File: config.mk
export PLATFORM = sky130hd
export DESIGN_NAME = kwf_mac
export DESIGN_NICKNAME = d
export VERILOG_FILES = /design/src/design/k_weighting_iir_filter_unit_assert.svh /design/src/design/kwf_pkg.sv /design/src/design/kwf_mac.sv
export SDC_FILE = /design/constraint.sdc
export NUM_CORES = 2
export LEC_CHECK = 0
export ABC_AREA = 1
export BUFFER_PORTS_ARGS = -buffer_cell sky130_fd_sc_hd__buf_2
export CORE_UTILIZATION = 37
export CTS_BUF_LIST = sky130_fd_sc_hd__clkbuf_4 sky130_fd_sc_hd__clkbuf_8
export DETAILED_ROUTE_END_ITERATION = 16
export GPL_TIMING_DRIVEN = 0
export PLACE_DENSITY = 0.54
export SLEW_MARGIN = 20
export SYNTH_ARGS = -nofsm -noshare
export SYNTH_HDL_FRONTEND = slang
export SYNTH_SLANG_ARGS = --single-unit
File: constraint.sdc
create_clock -name clk_i -period 2.4 [get_ports clk_i]
set_input_delay 0.12 -clock clk_i [delete_from_list [all_inputs] [get_ports clk_i]]
set_output_delay 0.12 -clock clk_i [all_outputs]
set_load 0.01 [all_outputs]
File: src/design/k_weighting_iir_filter_unit_assert.svh
// assertion macros for the k-weighting filter unit
// included by the top level; expects clk_i and rst_ni in scope
`ifndef K_WEIGHTING_IIR_FILTER_UNIT_ASSERT_SVH
`define K_WEIGHTING_IIR_FILTER_UNIT_ASSERT_SVH
`ifndef ASSERT_OFF
`define KWF_ASSERT_IMP(lbl, ante, cons) \
  lbl: assert property (@(posedge clk_i) disable iff (!rst_ni) (ante) |-> (cons)) \
    else $error("kwf assertion failed");
`define KWF_ASSERT_NXT(lbl, ante, cons) \
  lbl: assert property (@(posedge clk_i) disable iff (!rst_ni) (ante) |=> (cons)) \
    else $error("kwf assertion failed");
`else
`define KWF_ASSERT_IMP(lbl, ante, cons)
`define KWF_ASSERT_NXT(lbl, ante, cons)
`endif
`endif

File: src/design/kwf_pkg.sv
// shared types and constants for the k-weighting filter unit
// used by kwf_mac and k_weighting_iir_filter_unit
package kwf_pkg;

  localparam int CoefW    = 32;
  localparam int WordW    = 48;
  localparam int Frac     = 26;
  localparam int SampleW  = 24;
  localparam int ChanW    = 3;
  localparam int CfgW     = 64;
  localparam int CfgIdxW  = 3;
  localparam int Taps     = 4;
  localparam int NumCoef  = 2 * Taps + 1;
  localparam int CoefIdxW = 4;
  localparam int DefChannels = 8;

  // multiplier operand: either the signed upper word part or the unsigned fraction
  localparam int OpW     = Frac + 1;
  localparam int ProdW   = CoefW + OpW;
  localparam int HiAccW  = 57;
  localparam int LoAccW  = 61;
  localparam int RndW    = LoAccW - Frac;
  localparam int TotW    = 58;
  localparam int DiffW   = TotW + 1;
  localparam int YsW     = TotW - Frac;

  localparam logic [CfgIdxW-1:0] CfgB0B1 = 3'd0;
  localparam logic [CfgIdxW-1:0] CfgB2B3 = 3'd1;
  localparam logic [CfgIdxW-1:0] CfgB4A1 = 3'd2;
  localparam logic [CfgIdxW-1:0] CfgA2A3 = 3'd3;
  localparam logic [CfgIdxW-1:0] CfgA4   = 3'd4;

  typedef enum logic [3:0] {
    ST_IDLE,
    ST_LOAD,
    ST_FB_MAC,
    ST_FB_RND,
    ST_FB_SUM,
    ST_FB_W,
    ST_FF_MAC,
    ST_FF_RND,
    ST_FF_SUM,
    ST_FF_Y,
    ST_DONE
  } kwf_state_e;

  typedef struct packed {
    logic clr;  // clear both accumulators
    logic mul;  // issue one product
    logic lo;   // product goes to the fraction accumulator
    logic rnd;  // round the fraction accumulator
    logic ff;   // feedforward rounding point
    logic sum;  // fold rounded fraction into the integer part
  } kwf_mac_ctl_t;

endpackage

File: src/design/kwf_mac.sv
// shared multiply-accumulate unit: one 32x27 product per cycle, split accumulators,
// rounding and final sum; depends on kwf_pkg
module kwf_mac (
  input  logic                                clk_i,
  input  logic                                rst_ni,
  input  kwf_pkg::kwf_mac_ctl_t               ctl_i,
  input  logic signed [kwf_pkg::CoefW-1:0]    coef_i,
  input  logic signed [kwf_pkg::OpW-1:0]      opnd_i,
  output logic signed [kwf_pkg::TotW-1:0]     tot_o
);
  import kwf_pkg::*;

  localparam logic signed [LoAccW-1:0] FbRnd = LoAccW'(1) << (Frac - 1);
  localparam logic signed [LoAccW-1:0] FfRnd = LoAccW'(1) << (2 * Frac - 1);

  logic signed [ProdW-1:0]  mul_res;
  logic signed [ProdW-1:0]  prod_q;
  logic                     prod_vld_q;
  logic                     prod_lo_q;
  logic signed [HiAccW-1:0] acc_hi_q;
  logic signed [LoAccW-1:0] acc_lo_q;
  logic signed [LoAccW-1:0] rnd_sum;
  logic signed [RndW-1:0]   rnd_d;
  logic signed [RndW-1:0]   rnd_q;
  logic signed [TotW-1:0]   tot_d;
  logic signed [TotW-1:0]   tot_q;

  assign mul_res = coef_i * opnd_i;
  assign rnd_sum = acc_lo_q + (ctl_i.ff ? FfRnd : FbRnd);
  assign rnd_d   = RndW'(rnd_sum >>> Frac);
  assign tot_d   = TotW'(acc_hi_q) + TotW'(rnd_q);
  assign tot_o   = tot_q;

  always_ff @(posedge clk_i or negedge rst_ni) begin
    if (!rst_ni) begin
      prod_vld_q <= 1'b0;
    end else begin
      prod_vld_q <= ctl_i.mul;
    end
  end

  always_ff @(posedge clk_i) begin
    prod_q    <= mul_res;
    prod_lo_q <= ctl_i.lo;
    if (ctl_i.clr) begin
      acc_hi_q <= '0;
      acc_lo_q <= '0;
    end else if (prod_vld_q) begin
      if (prod_lo_q) begin
        acc_lo_q <= acc_lo_q + LoAccW'(prod_q);
      end else begin
        // upper-part products fit well inside the narrower accumulator
        acc_hi_q <= acc_hi_q + HiAccW'(prod_q);
      end
    end
    if (ctl_i.rnd) begin
      rnd_q <= rnd_d;
    end
    if (ctl_i.sum) begin
      tot_q <= tot_d;
    end
  end

endmodule

Yosys cells after proc, flatten, opt, wreduce, memory -nomap -nowiden
Cells that the tools add are included.
- bits in registers: 272
- bits of input ports: 67
- logic and storage cells: 16
- add/subtract/negate cells: 4
- $mul: 1
- multiplexer cells: 1
- bitwise logic cells: 1
- reductions and logical operators: 2
- operator list (cell ; number):
    adder 61 x 53 -> 61 bit ; 1
    adder 61 x 59 -> 61 bit ; 1
    multiplier 32 x 27 -> 59 bit ; 1
    adder 57 x 35 -> 58 bit ; 1
    adder 57 bit ; 1
    2-to-1 mux 52 bit ; 1
    AND reduction 2 bit ; 2
    inverter 1 bit ; 1

Logic depth before layout (Yosys ltp)
- depth in word-level cells: 2
- depth in mapped cells: 32
- gate-level depth less buffers: 30

Worst setup path after synthesis
No wires, ideal clock.
- kind: input port to flip-flop
- from: input port coef_i[31] in the netlist's numbering
- to: register prod_q[58]
- arrival: 6.350 ns
- required time: 2.288 ns
- setup slack: -4.062 ns
- stages: 27
- path through: clkbuf_1 clkbuf_1 nand2_1 inv_1 fa_1 fa_1 inv_1 fa_1 inv_1 fa_1 fa_1 fa_1 inv_1 fa_1 inv_1 ha_1 nand2_1 nor2_1 inv_1 nor2_1 inv_1 nor4_1 nand2_1 inv_1 nor2_1 nand3_1 nand2_1
- longest elaborated chain between the ends: 1
- RTL lines (item ; RTL line ; source):
    start, declared ; kwf_mac.sv:7 ; input logic signed [kwf_pkg::CoefW-1:0] coef_i,
    multiplier 32 x 27 -> 59 bit ; kwf_mac.sv:28 ; assign mul_res = coef_i * opnd_i;
    net mul_res[58] ; kwf_mac.sv:16 ; logic signed [ProdW-1:0] mul_res;
    end signal, assigned ; kwf_mac.sv:43 ; prod_q <= mul_res;
    end, declared ; kwf_mac.sv:17 ; logic signed [ProdW-1:0] prod_q;
The timed path passes the listed nets, and every way through them passes these cells.
A chain may end at the register's enable or synchronous reset.

Worst setup path after layout
- from: input port coef_i[31] in the netlist's numbering
- to: register prod_q[51]
The elaborated chain is that of the path after synthesis.

==> results.yml <==
route:
  post_drt_wl_per_cell_um: 23.8
  via_per_inst: 5.19
  ant_nets: 0
  drt-total-wl_mm: 242
  vias: 52717
  drtIter0Drc: 5561
  dr.pass1.iters: 8
  drc_errors: 0
cts:
  clk_latency_ns: 0.70
  cts_tree: "yes"
  htreeDepth: 2
  cts_num_sinks: 272
  cts_made_buffers: 50
  cts-root-buf: "clkbuf_8"
  clockBufferDepth: 3
  clk_pin_slew_ns: 0.07
cells_and_area:
  nFillCells: 14461
  layout.core_utilization_pct: 47.9
  drive_above_1_share_pct: 21.4
  final_cells: 10155
  seqCellArea_um2: 6470
  multiInputGateArea_um2: 45100
  finish.net_count: 9491
  syn_to_final_growth_pct: 28.1
status:
  outcome: "finished with violations"
  violations: "setup timing"
logic_synthesis:
  synth_ff_type: "dfxtp_1"
  syn-num-nets: 9021
  synth_top_area_share_pct: 32.5
  yosys_warnings: 0
  yosysMostFrequentCell: "inv_1"
  synth.cell_area_um2: 54700
  synth_edf_count: 93
  synthArstFlopShare_pct: 0.368
  synth.area.top_cells: "fa_1, inv_1, nand2_1"
  synthCells: 7722
  synth_commonest_cells: "inv_1, nand2_1, fa_1, nor2_1, ha_1"
  synth_cell_types: 48
  ys_ff_latch: 272
  synth_top_area_cell: "fa_1"
  ys_seq_area_share_pct: 11.7
  syn_area_per_cell_um2: 7.09
sta:
  rsz0062_at_grt: "true"
  drv_slew: 0
  skew_ns: 0.0323
  period_share_pct: 236
  final.min_clock_period_ns: 5.66
  setup_tns_ns: -147.78
  worstMarginPinSlew_ns: 1.04
  fmax_mhz: 177
  setup_viol: 123
  hold_violations: 0
  whs_ns: 0.0801
  maxSlewHeadroom_pct: 30.8
  finalWorstSetupSlack_ns: -3.26
worst_hold_path:
  min_to: "rnd_q[30]$_DFFE_PP_"
  hp-class: "input port to flip-flop"
  hold_start: "ctl_i[2]"
  hold_depth: 1
worst_setup_path:
  slowest_stage: "fa_2"
  cpMostUsedCell: "fa_2"
  path_buf_inv: 10
  reg2reg_depth: 20
  startpoint_type: "input port"
  cp-end-kind: "flip-flop"
  r2r_end: "acc_hi_q[56]$_SDFFE_PP0P_"
  critPathMaxFanout: 7
  crit_arrival_ns: 6.25
  required_ns: 2.99
  timing.rr.start: "prod_q[1]$_DFF_P_"
  regToRegSetupSlack_ns: -0.19
  path_class: "input port to flip-flop"
  crit_family: "adder cells"
  critical-path-max-stage-delay_ns: 0.69
die:
  die_y_um: 387
  initial_core_util_pct: 37.4
  dieArea_um2: 149000
  coreArea_um2: 146000
  ios: 125
  die_w_um: 387
  rows: 140
grt:
  grt-ovfl-total: 0
  grt_max_degree: 59
  grt.total_usage_pct: 32.3
  grt_pass1_vias: 53051
  grt_pass1_wl_mm: 353
  grt_antenna_before_repair: 30
place:
  gp_congestion: 1.01
  placed_cells: 9731
  portBuffers: 92
  hpwl_mm: 201
run:
  cap_violations: 0
==> worst max path at each step <==
stage	cells after the start	from	endpoint
floorplan	27	coef_i[31]	prod_q[58]$_DFF_P_
global placement	26	opnd_i[9]	prod_q[58]$_DFF_P_
detailed placement	26	opnd_i[9]	prod_q[58]$_DFF_P_
CTS	25	coef_i[31]	prod_q[58]$_DFF_P_
global route	26	coef_i[31]	prod_q[56]$_DFF_P_
finish	25	coef_i[31]	prod_q[51]$_DFF_P_
==> logic make-up after synthesis <==
kind of cell | synth area share [%]
buf+inv | 15.2
flops | 11.7
fa+ha+maj | 40.4
xor+xnor | 2.86
simple gates | 22.7
compound gates | 7.19
==> cells in the final DEF, fill, tap and decap left out, types with 33 or more instances in the layout <==
master	synthesis	final
o21ai_1	47	63
clkbuf_8	0	96
inv_2	31	172
buf_2	0	69
nand4_1	76	76
nor2_2	3	78
buf_12	0	42
o21ai_0	220	168
a21oi_1	340	221
ha_1	343	217
xor2_1	146	126
nor2_1	698	549
nand2_2	6	105
a21oi_4	0	40
clkbuf_16	0	99
ha_4	0	93
nand2_4	0	60
nand3_2	1	43
ha_2	0	33
fa_2	0	82
a21oi_2	0	79
buf_4	0	229
dfxtp_2	0	57
o21bai_1	44	38
edfxtp_1	93	93
dfxtp_1	178	117
nor2_4	4	78
buf_6	0	58
nor3_1	58	39
nand2_1	1949	1782
nand3_1	252	201
fa_1	889	807
inv_1	1969	1816
==> metrics by stage <==
step	area (um^2)	worst slack, ns
4_1_cts	68100	-3.20
3_5_place_dp	60000	-5.28
6_report	70100	-3.26
2_1_floorplan	57200	-3.50
3_3_place_gp	60000	-5.24
5_1_grt	70100	-3.38
==> layout make-up <==
class	count	area share [%]
clock inverters	39	0.523
clock buffers	55	1.08
plain buffers	212	5.12
repair buffers	419	5.48
flip-flops and latches	272	9.23
diodes	4	0.0143
multi-input cells	5234	64.4
well taps	1917	3.42
inverters	2003	10.8
==> timing repair <==
item                       4_1_cts  5_1_grt
setup endpoints to repair      189      172
hold buffers                     9        1
pin swaps                      241      220
buffers inserted               212       98
resized for setup             1176      378
gates cloned                     9        1
hold endpoints to repair        16        1
==> layer usage <==
metal / vias up / GRT usage [%] / routed length [um]
met4: 10 / 8.20 / 7220
met1: 26143 / 46.7 / 107000
li1: 23832 / - / -
met3: 359 / 7.34 / 25800
met5: - / 0 / 69
met2: 2373 / 48.1 / 101000
==> state kept, by name (all words and copies together) (netlist names) <==
name        count
acc_lo_q       61
rnd_q          35
prod_q         59
prod_lo_q       1
prod_vld_q      1
acc_hi_q       57
tot_o          58
Power is not shown: default switching activity piles up to over one toggle a cycle in this logic, so the estimate is an artifact.
